$ cat config.mk
export PLATFORM = sky130hd
export DESIGN_NAME = bpe_cfg_regs
export DESIGN_NICKNAME = d
export VERILOG_FILES = /design/src/hw/rtl/bpe_pkg.sv /design/src/hw/rtl/bpe_cfg_regs.sv
export SDC_FILE = /design/constraint.sdc
export NUM_CORES = 1
export LEC_CHECK = 0
export ABC_AREA = 1
export BUFFER_PORTS_ARGS = -buffer_cell sky130_fd_sc_hd__buf_2
export CORE_UTILIZATION = 45
export CTS_CLUSTER_SIZE = 24
export DETAILED_ROUTE_END_ITERATION = 16
export PLACE_DENSITY = 0.71
export RECOVER_POWER = 100
export SLEW_MARGIN = 20
export SYNTH_ARGS = -nofsm -noshare
export SYNTH_HDL_FRONTEND = slang
export SYNTH_SLANG_ARGS = --single-unit
$ cat constraint.sdc
create_clock -name i_clk -period 1.2 [get_ports i_clk]
set_input_delay 0.12 -clock i_clk [delete_from_list [all_inputs] [get_ports i_clk]]
set_output_delay 0.12 -clock i_clk [all_outputs]
set_load 0.005 [all_outputs]
$ cat src/hw/rtl/bpe_pkg.sv
// Shared widths, register indexes and pipeline control types for the Bezier point evaluator.
package bpe_pkg;

    localparam int COORD_W   = 16;
    localparam int FRAC_BITS = 16;
    localparam int PARAM_W   = FRAC_BITS + 1;
    localparam int NUM_PTS   = 4;
    localparam int NUM_REGS  = 2 * NUM_PTS;
    localparam int CFG_IDX_W = 4;
    localparam int NSTAGES   = 7;

    // Signed product of a coordinate difference and t fits in this many bits.
    localparam int PROD_W    = COORD_W + FRAC_BITS + 1;

    localparam logic [PARAM_W-1:0] PARAM_ONE = PARAM_W'(1) << FRAC_BITS;
    localparam logic signed [PROD_W:0] ROUND_HALF = (PROD_W + 1)'(1) << (FRAC_BITS - 1);

    typedef enum logic [CFG_IDX_W-1:0] {
        REG_P0_X = 4'd0,
        REG_P0_Y = 4'd1,
        REG_P1_X = 4'd2,
        REG_P1_Y = 4'd3,
        REG_P2_X = 4'd4,
        REG_P2_Y = 4'd5,
        REG_P3_X = 4'd6,
        REG_P3_Y = 4'd7
    } t_reg_idx;

    typedef logic signed [COORD_W-1:0] t_coord;

    typedef struct packed {
        logic [NSTAGES-1:0] en;
        logic               out_valid;
        logic               in_ready;
    } t_pipe_ctl;

endpackage

$ cat src/hw/rtl/bpe_cfg_regs.sv
// Control point register file written through the plain configuration port.
module bpe_cfg_regs
    import bpe_pkg::*;
(
    input  logic                 i_clk,
    input  logic                 i_rst_n,
    input  logic                 i_cfg_we,
    input  logic [CFG_IDX_W-1:0] i_cfg_index,
    input  logic [COORD_W-1:0]   i_cfg_data,
    output t_coord               o_ctrl_x [NUM_PTS],
    output t_coord               o_ctrl_y [NUM_PTS]
);

    t_coord r_ctrl_x [NUM_PTS];
    t_coord r_ctrl_y [NUM_PTS];

    always_ff @(posedge i_clk) begin
        if (!i_rst_n) begin
            for (int k = 0; k < NUM_PTS; k++) begin
                r_ctrl_x[k] <= '0;
                r_ctrl_y[k] <= '0;
            end
        end else if (i_cfg_we) begin
            // Writes to indexes past the last register are dropped.
            case (i_cfg_index)
                REG_P0_X: r_ctrl_x[0] <= i_cfg_data;
                REG_P0_Y: r_ctrl_y[0] <= i_cfg_data;
                REG_P1_X: r_ctrl_x[1] <= i_cfg_data;
                REG_P1_Y: r_ctrl_y[1] <= i_cfg_data;
                REG_P2_X: r_ctrl_x[2] <= i_cfg_data;
                REG_P2_Y: r_ctrl_y[2] <= i_cfg_data;
                REG_P3_X: r_ctrl_x[3] <= i_cfg_data;
                REG_P3_Y: r_ctrl_y[3] <= i_cfg_data;
                default: begin
                end
            endcase
        end
    end

    assign o_ctrl_x = r_ctrl_x;
    assign o_ctrl_y = r_ctrl_y;

endmodule

==> impl_results.md <==
* Hold path cells at 5
* RePlAce Congestion at ~0.83
* Most numerous cell in the Yosys netlist: nor2_1
* Crit path max-delay family: flip-flops
* Yosys cell types at 15
* # port buffers at 150
* Setup bufs post-CTS at 0
* CTS tree: done
* Mean Syn Cell Area at approximately 6.7 um2
* Layout area overhead at 35.1%
* Max-Cap Viols at 0
* Crit-path slowest cell: dfxtp_1
* Chip width at between 100 and 150 um
* Worst EP arrival at 1020 ps
* Post-synth top area cell: dfxtp_1
* Global route total overflow at 0
* Root Driver: clkbuf_8
* Final Hold Viols at 0
* Post-Synthesis Cells at 752
* CTS resizes at 0
* Commonest cells in the synthesized netlist: nor2_1, nand2_1, dfxtp_1
* Clk Latency, worst-skew pair at between 500 and 600 ps
* Placement Setup Slack at 123 ps
* GRT Resource Usage Total at approximately 25%
* Post-DP Area at ~6100 um2
* Leak at between 3 and 4 nW
* Worst Path Buf+Inv at 1
* Number of CTS-inserted buffers at 17
* Core area at ~11000 um2
* Largest net degree at the start of global routing at 47
* Worst-path clk slew at approximately 60 ps
* Post-DR wirelength/cell at between 10 and 15 um
* Setup CP Type: flip-flop to output pin
* Flop2flop setup slack at between 500 and 600 ps
* Total chip power at between 10 and 15 mW
* Detailed-route DRC error count at 0
* # IOs at 151
* Pwr/cell area at around 1600 nW/um2
* Clk_skew at 0 ps
* Via Count at 4974
* Final worst slack at around 62 ps
* Worst EP required at about 1100 ps
* Setup crit end kind: output pin
* Outcome: completed
* Hold_buf cts at 17
* Fin crit share at a little over nine tenths
* Flops & latches, synth at 128
* Least-Margin Pin Slew at between 400 and 500 ps
* Initial DRC count at between 300 and 400
* Final Util at a little over three fifths
* Rows at 38
* Slew Limit Fails at 0
* Share of cells above drive strength 1 at roughly 14%
* Reg-to-Reg End: o_ctrl_x[52]
* Max Clk Rate at 879 MHz
* Reg2Reg Depth at 4
* Hpwl dp at 9.12 mm
* Yosys warning count at 0
* Source of the worst hold timing path: i_cfg_we
* Main synth FF type: dfxtp_1
* Hold EP: o_ctrl_y[49]
* Drt via density at approximately 4.6
* Final instance area at ~6800 um2
* H-tree Lvls at 4
* Initial Util at between 40% and 50%
* ANT cells at 0
* Synth async-reset ratio at 0%
* Fin crit period at 1140 ps
* Mapped Area at just over 5000 um2
* Die H at 108 um
* Seq/Total Area, Yosys at between 50% and 60%
* Initial antenna violation count at 0
* First-pass GRT wire length at 21.5 mm
* CP Cell Sequence: clkbuf_1
* CTS Buffer Depth at 2
* Max incr delay on CP at about 360 ps
* Number of flops mapped to enable cells by yosys at 0
* Synth area leaders: dfxtp_1, nor2_1, nand2_1, inv_1, nand4_1
* Multi-input gate area at approximately 2100 um2
* CP Max Fanout at 2
* Worst hold-check path type: primary input to flip-flop
* Total Die Area at about 12000 um2
* Sequential Area at 2560 um2
* Total length of routed wires at 14.2 mm
* Syn Nets at between 700 and 800
* Setup-failing EPs final at 0
* Via count of the first global-routing pass at around 4400
* Total clock sinks at between 100 and 150
* Fillcell total at ~1100
* Router iterations before antenna repair at 5
* Worst reg2reg startpoint: o_ctrl_x[52]
* Synth top area share at about half
* Unrepaired setup endpoints after global routing: no
* Setup_tns at 0 ps
* # nets final at between 900 and 1000
* CP Launch Type: flip-flop
* Worst vdd ir at about 1100 uV
* Slew margin rel. at between 60% and 70%
* Antenna viol nets, final at 0
cells by family (layout without fill, tap and decap cells):
| kind of cell | count (synthesis) | count (layout) | share of synthesized area (%) |
|---|---|---|---|
| buf+inv | 93 | 276 | 7.71 |
| flops | 128 | 128 | 50.8 |
| simple gates | 531 | 531 | 41.5 |
where the power goes:
group          internal [mW]  switching (mW)  total, mW
clock network           3.85            1.94       5.79
registers               4.35          0.0504       4.40
logic                  0.283           0.467      0.750
total                   8.48            2.46       10.9
registers in the layout (all words and copies together) (netlist names):
name and count:
o_ctrl_x 64, o_ctrl_y 64
through the flow:
step	std cells	hold slack, ps
2_1_floorplan	752	255
3_3_place_gp	1026	376
3_5_place_dp	1026	378
4_1_cts	1075	104
5_1_grt	1075	134
6_report	1075	120
worst max-delay path by stage:
stage | endpoint | start | cells after the start | slack (ps)
2_1_floorplan | o_ctrl_y[49] | i_cfg_index[3] | 5 | 310
3_3_place_gp | o_ctrl_y[27] | i_cfg_index[3] | 8 | 120
3_5_place_dp | o_ctrl_y[27] | i_cfg_index[1] | 8 | 120
4_1_cts | o_ctrl_y[16] | o_ctrl_y[16] | 1 | 60
5_1_grt | o_ctrl_y[18] | o_ctrl_y[18] | 1 | 20
6_report | o_ctrl_y[62] | o_ctrl_y[62] | 1 | 60
cell type report:
cell class,count,share of cell area (%)
sequential,128,37.6
timing repair buffer,192,16.5
clock buffer,18,6.27
tap,140,2.57
inverter,52,2.86
multi-input combinational,531,30.7
clock inverter,14,3.48
worst min-delay path, cell delays in order:
cell and delay, ps:
buf_2 130, buf_4 150, nand4_1 90, nand2_1 60, nor2_1 30
placed cells by master, fill, tap and decap left out, drive strengths merged:
cell type      n
dfxtp        128
nor2         266
dlygate4sd3   17
nand2        230
buf           90
nand4         16
nand3         19
inv           52
clkbuf       103
clkinvlp       1
clkinv         7
bufinv         6
metal layers:
layer	vias up	GRT usage, %	part of all wire [%]
met2	148	40.6	47
met1	2211	30.2	45
met5	-	0	0
met4	0	9.69	1.9
li1	2594	-	-
met3	21	7.51	6.4
No activity file was read; power rests on OpenSTA's default activity.
