==> src/hw/rtl/bpe_pkg.sv <==
// Shared widths, register indexes and pipeline control types for the Bezier point evaluator.
package bpe_pkg;

    localparam int COORD_W   = 16;
    localparam int FRAC_BITS = 16;
    localparam int PARAM_W   = FRAC_BITS + 1;
    localparam int NUM_PTS   = 4;
    localparam int NUM_REGS  = 2 * NUM_PTS;
    localparam int CFG_IDX_W = 4;
    localparam int NSTAGES   = 7;

    // Signed product of a coordinate difference and t fits in this many bits.
    localparam int PROD_W    = COORD_W + FRAC_BITS + 1;

    localparam logic [PARAM_W-1:0] PARAM_ONE = PARAM_W'(1) << FRAC_BITS;
    localparam logic signed [PROD_W:0] ROUND_HALF = (PROD_W + 1)'(1) << (FRAC_BITS - 1);

    typedef enum logic [CFG_IDX_W-1:0] {
        REG_P0_X = 4'd0,
        REG_P0_Y = 4'd1,
        REG_P1_X = 4'd2,
        REG_P1_Y = 4'd3,
        REG_P2_X = 4'd4,
        REG_P2_Y = 4'd5,
        REG_P3_X = 4'd6,
        REG_P3_Y = 4'd7
    } t_reg_idx;

    typedef logic signed [COORD_W-1:0] t_coord;

    typedef struct packed {
        logic [NSTAGES-1:0] en;
        logic               out_valid;
        logic               in_ready;
    } t_pipe_ctl;

endpackage

==> src/hw/rtl/bpe_ctrl.sv <==
// Valid bits and per-stage ready chain of the evaluation pipeline.
module bpe_ctrl
    import bpe_pkg::*;
(
    input  logic      i_clk,
    input  logic      i_rst_n,
    input  logic      i_in_valid,
    input  logic      i_out_ready,
    output t_pipe_ctl o_ctl
);

    logic [NSTAGES-1:0] r_valid;
    logic [NSTAGES-1:0] n_valid;
    logic [NSTAGES:0]   rdy;

    // A stage takes new data when it is empty or its content moves on, so
    // bubbles close up behind a stalled output.
    always_comb begin
        rdy[NSTAGES] = i_out_ready;
        for (int k = NSTAGES - 1; k >= 0; k--) begin
            rdy[k] = !r_valid[k] || rdy[k+1];
        end
        n_valid[0] = rdy[0] ? i_in_valid : r_valid[0];
        for (int k = 1; k < NSTAGES; k++) begin
            n_valid[k] = rdy[k] ? r_valid[k-1] : r_valid[k];
        end
    end

    always_ff @(posedge i_clk) begin
        if (!i_rst_n) begin
            r_valid <= '0;
        end else begin
            r_valid <= n_valid;
        end
    end

    assign o_ctl.en        = rdy[NSTAGES-1:0];
    assign o_ctl.out_valid = r_valid[NSTAGES-1];
    assign o_ctl.in_ready  = rdy[0];

endmodule

==> config.mk <==
export PLATFORM = sky130hd
export DESIGN_NAME = bpe_ctrl
export DESIGN_NICKNAME = d
export VERILOG_FILES = /design/src/hw/rtl/bpe_pkg.sv /design/src/hw/rtl/bpe_ctrl.sv
export SDC_FILE = /design/constraint.sdc
export NUM_CORES = 1
export LEC_CHECK = 0
export ABC_AREA = 1
export BUFFER_PORTS_ARGS = -buffer_cell sky130_fd_sc_hd__buf_2
export CAP_MARGIN = 20
export CORE_AREA = 2 2 39 41
export CTS_CLUSTER_DIAMETER = 30
export DETAILED_ROUTE_END_ITERATION = 10
export DIE_AREA = 0 0 41 43
export SYNTH_ARGS = -nofsm -noshare
export SYNTH_HDL_FRONTEND = slang
export SYNTH_SLANG_ARGS = --single-unit
==> constraint.sdc <==
create_clock -name i_clk -period 0.9 [get_ports i_clk]
set_input_delay 0.135 -clock i_clk [delete_from_list [all_inputs] [get_ports i_clk]]
set_output_delay 0.135 -clock i_clk [all_outputs]
set_load 0.01 [all_outputs]
==> summary.txt <==
Worst setup path
  – Critical Path Max Stage Delay: 0.35 ns
  – R2r endpoint: r_valid[0]
  – Most common cell on crit path: nand4_4
  – Internal reg-to-reg setup slack: -0.19 ns
  – CP delay by family, top: simple AND/OR/NAND/NOR gates
  – WP depth: 4
  – Setup Crit Path Kind: reg2out
  – Worst flop-to-flop path startpoint: r_valid[5]
  – Crit end category: output pin
  – Worst path cell trace: nand4_4, nor2_4, nand4_4, buf_6
  – WP data required: 0.76 ns
  – CP max-delay cell: dfxtp_2
  – Reg2reg path depth: 5
  – Critical Path Fanout Max: 5
  – Crit path arrival time: 1.17 ns
  – Critical path startpoint category: register
  – CP Buf/Inv Count: 1

Job
  – MaxCap Viol Count: 0

Floorplan
  – Ports: 13
  – Die W: 41 um
  – DIE AREA: 1760 um^2
  – Placement Rows: 14
  – Die height: 43 um
  – Starting Density: 21.9%
  – Core area: 1380 um^2

Layout
  – Layout Cells excl Fill: 71
  – Leading cell types in the layout, fill and taps excluded: inv_1 (9), buf_2 (7), buf_4 (6)
  – Most common cell after layout, fill and taps aside: inv_1
  – N_diodes: 0
  – Fill count: 150
  – Multi-input logic area: 128 um^2
  – Nets: 60
  – Max reg flops: 7
  – Top reg by flops: r_valid
  – Register Area: 144 um^2
  – Share of cells above drive strength 1: 60.0%
  – Area delta synth->final: 62.4%
  – Regs by FF count: r_valid: 7 flops

Clock network
  – Hold Buf Count CTS: 0
  – CTS root buf: clkbuf_4
  – H-tree depth: 1
  – Worst-Skew Late Latency: 0.24 ns
  – Clk buf depth: 2
  – Worst-path clk slew: 0.05 ns
  – Sink Count: 7
  – CTS tree: built
  – CTS buffer count: 3

Place
  – Dpl cells: 63
  – Routability cong.: 0.626
  – Pre-CTS setup slack: -0.199 ns
  – Port bufs: 12

STA
  – Max-slew headroom: 84.2%
  – Final period util: 145%
  – Slack of the critical path: -0.405 ns
  – Least-Margin Pin Slew: 0.237 ns
  – Final Skew: 0.00157 ns
  – Fmax: 0.767 GHz
  – RSZ-0062 raised after global routing: yes
  – Min Tclk post-route: 1.30 ns
  – Slew Viols, Final: 0
  – Fin. Hold Viols: 0
  – Final setup viols: 12

Logic synthesis
  – Cell Area, Synth: 303 um^2
  – Synth Area in XOR/XNOR: 0%
  – Synth top area cells: dfxtp_1 (46%), inv_1 (12%), nand4_4 (7.0%), a21oi_1 (6.6%), nor2_1 (6.2%)
  – Mux contribution to synthesized area: 0%
  – Distinct cells, synth: 11
  – Complex-gate fraction of the synthesized area: 9.50%
  – Synth top area share: 46.3%
  – Syn nets: 39
  – Main combinational cell family by area after synthesis: simple AND/OR/NAND/NOR gates
  – Synth warn: 0
  – Average size of a mapped cell: 8.65 um^2
  – Synthesis-stage register bit count: 7
  – Simple-gate share of the synthesized area: 26.9%
  – Leading area contributor after synthesis: dfxtp_1
  – Post-Syn Instances: 35
  – Seq/Total Area, Yosys: 46.3%
  – Synth Area in Adders: 0%

Global routing
  – GRT Total Usage: 9.74%
  – GR Overflow Total: 0
  – Number of global-route vias before repair: 252
  – Initial antenna violation count: 0
  – First-pass GRT wire length: 993 um
  – Largest net degree at the start of global routing: 8

Pwr
  – Pwr Density: 1280 nW/um^2
  – Peak supply drop: 566 uV
  – Leakage: 0.000214 uW

Drt
  – DRC errors left: 0
  – Initial drt markers: 4
  – Vias/cell: 3.77
  – Via count: 268
  – Wire per inst: 8.93 um
  – First-pass DRT Iterations: 4
  – Post-route ant nets: 0
  – Total wire length: 634 um

Status
  – Outcome: complete, but fails checks
  – Failing checks: negative setup slack

Worst hold path
  – Hold Path Stages: 3
  – Hold wc startpoint: i_in_valid
  – Hold WC Path Type: in2reg
  – Hold Crit Endpoint: r_valid[0]
==> worst max path at each step <==
stage               startpoint        to  slack (ns)
floorplan           r_valid[5]  o_ctl[2]       -0.18
global placement    r_valid[5]  o_ctl[2]       -0.17
detailed placement  r_valid[5]  o_ctl[0]       -0.20
CTS                 r_valid[5]  o_ctl[2]       -0.42
global route        r_valid[5]  o_ctl[2]       -0.47
finish              r_valid[5]  o_ctl[2]       -0.40
==> per-layer routing <==
layer | vias up | part of all wire [%] | track usage (%)
met4 | 0 | 1.3 | 10.0
met3 | 2 | 6.6 | 6.28
met1 | 112 | 38 | 8.68
met5 | - | 0 | 0
li1 | 145 | - | -
met2 | 9 | 53 | 13.4
==> per-stage QoR <==
stage                     area [um^2]  hold WS, ns  total power [uW]  utilization, %  setup TNS (ns)
after floorplan                   319        0.279               345               -          -0.511
after global placement            395        0.386               355            28.6          -0.825
after detailed placement          395        0.387               356            28.6           -1.11
after CTS                         474        0.121               644            34.3           -3.48
after global routing              492        0.112               686            35.5           -4.02
final                             492        0.130               630            35.5           -3.15
==> power breakdown <==
group | switching, uW | internal [uW] | leakage, uW | total (uW)
Sequential | 8.43 | 318 | 0.0000585 | 326
Clock | 109 | 169 | 0.0000150 | 278
Combinational | 15.0 | 11.1 | 0.000141 | 26.2
==> timing repair <==
action                                  4_1_cts  5_1_grt
gates resized for setup                       4        5
pin swaps                                     2        0
gates cloned                                  0        0
endpoints found under the setup margin       12       15
setup buffers                                 4        0
==> synthesized netlist by cell type <==
cell type / instances
nor2_4: 1
nand4_2: 1
inv_1: 10
nand2_1: 2
a21oi_2: 1
nand3_2: 1
buf_4: 2
nor2_1: 5
a21oi_1: 4
nand4_4: 1
dfxtp_1: 7
==> cell type report <==
class / count / share of cell area (%)
Tap cell: 16 / 4.07
Multi-Input combinational cell: 16 / 26.0
Clock buffer: 4 / 5.34
Inverter: 10 / 7.63
Sequential cell: 7 / 29.3
Timing Repair Buffer: 18 / 27.7
==> kinds of logic after synthesis <==
kind of cell           Yosys count
buffers and inverters           12
AO/OA/AOI/OAI                    5
AND/OR/NAND/NOR                 11
flip-flops                       7
==> tightest hold or removal path, delay by kind of cell <==
family,cells,cell delay [ns]
AOI/OAI and AO/OA,1,0.05
buffers and inverters,2,0.14
(Power assumes the default switching activity.)
