[config.mk]
export PLATFORM = sky130hd
export DESIGN_NAME = bpe_lerp
export DESIGN_NICKNAME = d
export VERILOG_FILES = /design/src/hw/rtl/bpe_pkg.sv /design/src/hw/rtl/bpe_lerp.sv
export SDC_FILE = /design/constraint.sdc
export NUM_CORES = 1
export LEC_CHECK = 0
export BUFFER_PORTS_ARGS = -buffer_cell sky130_fd_sc_hd__clkbuf_2
export CORE_ASPECT_RATIO = 0.5
export CORE_UTILIZATION = 35
export DETAILED_ROUTE_END_ITERATION = 6
export SYNTH_ARGS = -nofsm -noshare
export SYNTH_HDL_FRONTEND = slang
export SYNTH_SLANG_ARGS = --single-unit
[constraint.sdc]
create_clock -name i_clk -period 13.3 [get_ports i_clk]
set_input_delay 3.99 -clock i_clk [delete_from_list [all_inputs] [get_ports i_clk]]
set_output_delay 3.99 -clock i_clk [all_outputs]
set_load 0.01 [all_outputs]
[src/hw/rtl/bpe_pkg.sv]
// Shared widths, register indexes and pipeline control types for the Bezier point evaluator.
package bpe_pkg;

    localparam int COORD_W   = 16;
    localparam int FRAC_BITS = 16;
    localparam int PARAM_W   = FRAC_BITS + 1;
    localparam int NUM_PTS   = 4;
    localparam int NUM_REGS  = 2 * NUM_PTS;
    localparam int CFG_IDX_W = 4;
    localparam int NSTAGES   = 7;

    // Signed product of a coordinate difference and t fits in this many bits.
    localparam int PROD_W    = COORD_W + FRAC_BITS + 1;

    localparam logic [PARAM_W-1:0] PARAM_ONE = PARAM_W'(1) << FRAC_BITS;
    localparam logic signed [PROD_W:0] ROUND_HALF = (PROD_W + 1)'(1) << (FRAC_BITS - 1);

    typedef enum logic [CFG_IDX_W-1:0] {
        REG_P0_X = 4'd0,
        REG_P0_Y = 4'd1,
        REG_P1_X = 4'd2,
        REG_P1_Y = 4'd3,
        REG_P2_X = 4'd4,
        REG_P2_Y = 4'd5,
        REG_P3_X = 4'd6,
        REG_P3_Y = 4'd7
    } t_reg_idx;

    typedef logic signed [COORD_W-1:0] t_coord;

    typedef struct packed {
        logic [NSTAGES-1:0] en;
        logic               out_valid;
        logic               in_ready;
    } t_pipe_ctl;

endpackage

[src/hw/rtl/bpe_lerp.sv]
// One rounded linear interpolation a + (((b - a) * t + half) >>> FRAC_BITS) over two stages.
module bpe_lerp
    import bpe_pkg::*;
(
    input  logic               i_clk,
    input  logic               i_en_mul,
    input  logic               i_en_add,
    input  t_coord             i_a,
    input  t_coord             i_b,
    input  logic [PARAM_W-1:0] i_t,
    output t_coord             o_result
);

    logic signed [COORD_W:0]         diff;
    logic signed [PARAM_W:0]         t_s;
    logic signed [COORD_W+PARAM_W:0] prod_full;
    logic signed [PROD_W-1:0]        n_prod;
    logic signed [PROD_W:0]          sum;
    t_coord                          n_res;

    logic signed [PROD_W-1:0] r_prod;
    t_coord                   r_a;
    t_coord                   r_res;

    assign diff      = {i_b[COORD_W-1], i_b} - {i_a[COORD_W-1], i_a};
    assign t_s       = {1'b0, i_t};
    assign prod_full = diff * t_s;
    assign n_prod    = prod_full[PROD_W-1:0];

    // Only the low coordinate bits of the shifted sum reach the result, which
    // wraps the same way as the full-width arithmetic.
    assign sum   = {r_prod[PROD_W-1], r_prod} + ROUND_HALF;
    assign n_res = r_a + sum[FRAC_BITS +: COORD_W];

    always_ff @(posedge i_clk) begin
        if (i_en_mul) begin
            r_prod <= n_prod;
            r_a    <= i_a;
        end
        if (i_en_add) begin
            r_res <= n_res;
        end
    end

    assign o_result = r_res;

endmodule

==> reports/summary.json <==
{
  "detailed_place_hpwl_um": 23400,
  "timing.final.max_slew_violations": 0,
  "synth_area_um2": 12100,
  "worst_ep_arrival_time_ps": 11950,
  "detail_route.vias_per_cell": 4.70,
  "synth_fa_ha_area_share_pct": 51.5,
  "share_of_the_clock_period_used_by_the_worst_path_pct": 89.5,
  "cts_buffers": 5,
  "clock-sinks": 49,
  "report.final.hold_viol_count": 0,
  "grt_util_met1_pct": 26.2,
  "place.gp.congestion": 0.833,
  "groute.layer.met2.usage_pct": 26.6,
  "portBuffers": 67,
  "drcViolationCount": 0,
  "std_cell_rows": 47,
  "routed_wirelength_um": 29000,
  "vias": 8443,
  "cts_hold_buffers": 0,
  "io_pins": 68,
  "min_to": "o_result[0]$_DFFE_PP_",
  "drtIter0Drc": 457,
  "yosys_warnings": 0,
  "synth.net_count": 1714,
  "outcome": "completed",
  "holdCritPathClass": "flip-flop to flip-flop",
  "die_width_um": 265,
  "synthMuxAreaShare_pct": 0,
  "synth_top_area_cell": "sky130_fd_sc_hd__fa_1",
  "slowest_stage_delay_cp_ps": 840,
  "critical_path_cell_with_the_highest_stage_delay": "sky130_fd_sc_hd__xnor2_1",
  "startpoint_type": "input pin",
  "worst_hold_startpoint": "r_a[0]$_DFFE_PP_",
  "seq_area_um2": 1470,
  "synth.area.top_cells": "sky130_fd_sc_hd__fa_1, sky130_fd_sc_hd__ha_1, sky130_fd_sc_hd__edfxtp_1",
  "ff2ff_path_depth": 12,
  "timing.hold.worst_path_depth": 1,
  "cap_viol_max_count": 0,
  "post_synthesis_share_of_cell_area_spent_on_xor_and_xnor_gates_pct": 4.67,
  "cp_common_cell": "sky130_fd_sc_hd__fa_1",
  "regToRegSetupSlack_ps": 10020,
  "setup.worst_path.end_class": "flip-flop",
  "critical_path.max_fanout": 9,
  "worst_slew_pin_tran_ps": 1080,
  "maximum_number_of_pins_on_one_net_before_global_route_repair": 34,
  "clock_tree.htree_level_count": 2,
  "synth_compound_area_share_pct": 4.83,
  "core_area_um2": 33500,
  "num_antenna_cells": 0,
  "initial_utilization_pct": 36.1,
  "period_needed_ps": 11910,
  "synth_top_family_by_area": "adder cells",
  "reg2reg_start": "r_prod[16]$_DFFE_PP_",
  "synth.lib_cells_used.distinct": 52,
  "asyncSetResetFlopFracSynth_pct": 0,
  "max_freq_ghz": 0.0840,
  "grt_use_met3_pct": 1.92,
  "fin_setup_tns_ps": 0,
  "post_cts.repair.setup_buffers": 0,
  "wl_per_cell_um": 16.1,
  "grt_antenna_before_repair": 0,
  "critical_path.reg2reg.endpoint": "o_result[15]$_DFFE_PP_",
  "area_delta_synth_final_pct": 8.47,
  "detail_route.first_pass.iterations": 5,
  "cts_max_path_buffers": 2,
  "num-fill-cells": 3408,
  "rsz0062_at_grt": "no",
  "postCtsResizedCells": 0,
  "finalSetupViolCount": 0,
  "finalNetCount": 1769,
  "drive_gt1_share_pct": 7.75,
  "ys_seq_elements": 49,
  "number_of_enable_flip_flop_cells_after_synthesis": 49,
  "multiInputGateArea_um2": 9320,
  "grt_pass1_wl_um": 47200,
  "synth_top_area_share_pct": 37.2,
  "top_usage_layer": "met2",
  "tritoncts": "yes",
  "synth-simple-area-share_pct": 16.0,
  "vias_in_the_first_global_route": 8581,
  "avgSynthCellArea_um2": 9.31,
  "track_usage_pct": 17.2,
  "worst_path_clk_slew_ps": 70,
  "worst_ep_required_time_ps": 13340,
  "synth-main-ff-cell": "sky130_fd_sc_hd__edfxtp_1",
  "gr-total-overflow": 0,
  "syn_inst": 1299,
  "timing_worst_setup_path_type": "input pin to flip-flop",
  "relSlewSlack_pct": 27.8,
  "ant_nets": 0,
  "die_h_um": 133,
  "ctsRootBufferMaster": "sky130_fd_sc_hd__clkbuf_16",
  "worst_clock_skew_ps": 5.04,
  "die_area_um2": 35400,
  "clock_insertion_delay_worst_skew_ps": 290,
  "synth-seq-area-share_pct": 12.2
}
==> worst max-delay path, delay by kind of cell <==
kind	cells	cell delay, ps
compound gates	10	1860
xor+xnor	2	1250
simple gates	2	260
buf+inv	6	660
fa+ha+maj	9	3920
==> through the flow <==
stage                     hold WS, ps  util [%]  cell area [µm²]  cells  setup slack, ps
after CTS                         646      39.2            13100   1796             1370
after detailed placement          621      38.7            13000   1788             1070
final                             640      39.2            13100   1796             1390
after global placement            635      38.7            13000   1788             1100
after global routing              658      39.2            13100   1796              920
after floorplan                   526         -            12100   1299             1770
==> final cells by class <==
class	instances	area share [%]
clock inverter	3	0.191
inverter	316	9.04
sequential	49	11.2
timing repair buffer	82	3.41
clock buffer	5	0.953
multi-input combinational	900	71.0
tap	441	4.20
==> Yosys cell counts (3+ instances only) <==
| master | instances |
|---|---|
| sky130_fd_sc_hd__inv_1 | 316 |
| sky130_fd_sc_hd__fa_1 | 225 |
| sky130_fd_sc_hd__nand2_1 | 156 |
| sky130_fd_sc_hd__ha_1 | 138 |
| sky130_fd_sc_hd__and2_1 | 99 |
| sky130_fd_sc_hd__edfxtp_1 | 49 |
| sky130_fd_sc_hd__xnor2_1 | 49 |
| sky130_fd_sc_hd__nor2b_1 | 38 |
| sky130_fd_sc_hd__clkbuf_1 | 34 |
| sky130_fd_sc_hd__nor2_1 | 32 |
| sky130_fd_sc_hd__a21oi_1 | 28 |
| sky130_fd_sc_hd__o21ai_0 | 15 |
| sky130_fd_sc_hd__nand3_1 | 13 |
| sky130_fd_sc_hd__xor2_1 | 13 |
| sky130_fd_sc_hd__a21o_1 | 10 |
| sky130_fd_sc_hd__or2_2 | 8 |
| sky130_fd_sc_hd__nand2b_1 | 6 |
| sky130_fd_sc_hd__nor3_1 | 6 |
| sky130_fd_sc_hd__and3_1 | 5 |
| sky130_fd_sc_hd__o21a_1 | 5 |
| sky130_fd_sc_hd__nand4_1 | 4 |
| sky130_fd_sc_hd__o21bai_1 | 4 |
| sky130_fd_sc_hd__or3_1 | 4 |
| sky130_fd_sc_hd__a211o_1 | 3 |
| sky130_fd_sc_hd__a211oi_1 | 3 |
| sky130_fd_sc_hd__nor3b_1 | 3 |
| sky130_fd_sc_hd__o2111ai_1 | 3 |
| sky130_fd_sc_hd__o31ai_1 | 3 |
==> sequential cells by signal, indices dropped and copies added, names as in the netlist <==
register,count
o_result,16
r_a,16
r_prod,17
==> logic make-up (layout without fill, tap and decap cells) <==
| kind of cell | Yosys count | count (layout) |
|---|---|---|
| compound gates | 90 | 90 |
| xor+xnor | 63 | 63 |
| fa+ha+maj | 363 | 363 |
| buf+inv | 350 | 406 |
| flops | 49 | 49 |
| simple gates | 384 | 384 |
==> cell usage in the layout, fill, tap and decap left out, types with 3 or more instances in the layout <==
master | Yosys | final
sky130_fd_sc_hd__ha_1 | 138 | 138
sky130_fd_sc_hd__o21ai_0 | 15 | 15
sky130_fd_sc_hd__nand3_1 | 13 | 13
sky130_fd_sc_hd__a21o_1 | 10 | 10
sky130_fd_sc_hd__o2111ai_1 | 3 | 3
sky130_fd_sc_hd__clkbuf_16 | 0 | 5
sky130_fd_sc_hd__o21a_1 | 5 | 5
sky130_fd_sc_hd__buf_4 | 0 | 15
sky130_fd_sc_hd__o21bai_1 | 4 | 4
sky130_fd_sc_hd__inv_1 | 316 | 316
sky130_fd_sc_hd__edfxtp_1 | 49 | 49
sky130_fd_sc_hd__nand2_1 | 156 | 156
sky130_fd_sc_hd__or2_2 | 8 | 8
sky130_fd_sc_hd__nor2b_1 | 38 | 38
sky130_fd_sc_hd__a211oi_1 | 3 | 3
sky130_fd_sc_hd__nor2_1 | 32 | 31
sky130_fd_sc_hd__or3_1 | 4 | 4
sky130_fd_sc_hd__a211o_1 | 3 | 3
sky130_fd_sc_hd__a21oi_1 | 28 | 28
sky130_fd_sc_hd__xor2_1 | 13 | 13
sky130_fd_sc_hd__xnor2_1 | 49 | 49
sky130_fd_sc_hd__fa_1 | 225 | 225
sky130_fd_sc_hd__and3_1 | 5 | 5
sky130_fd_sc_hd__nor3_1 | 6 | 6
sky130_fd_sc_hd__clkbuf_2 | 0 | 67
sky130_fd_sc_hd__o31ai_1 | 3 | 3
sky130_fd_sc_hd__nand4_1 | 4 | 4
sky130_fd_sc_hd__and2_1 | 99 | 99
sky130_fd_sc_hd__nor3b_1 | 3 | 3
sky130_fd_sc_hd__nand2b_1 | 6 | 6
==> how the worst max path moves through the flow <==
stage / endpoint / start / slack [ps]
6_report: r_prod[31]$_DFFE_PP_ / i_a[0] / 1390
5_1_grt: r_prod[31]$_DFFE_PP_ / i_a[0] / 920
4_1_cts: r_prod[31]$_DFFE_PP_ / i_b[0] / 1370
3_5_place_dp: r_prod[31]$_DFFE_PP_ / i_a[0] / 1070
3_3_place_gp: r_prod[31]$_DFFE_PP_ / i_b[0] / 1100
2_1_floorplan: r_prod[31]$_DFFE_PP_ / i_b[0] / 1770
==> metal layers <==
metal / vias to the layer above / wire (µm)
met5: - / 0
met4: 0 / 263
met1: 4200 / 14300
li1: 4041 / -
met3: 18 / 1620
met2: 184 / 12700
Power is left out: the tool's default activity adds up to more than one toggle a clock period on the data nets, which glitch-free logic cannot reach.
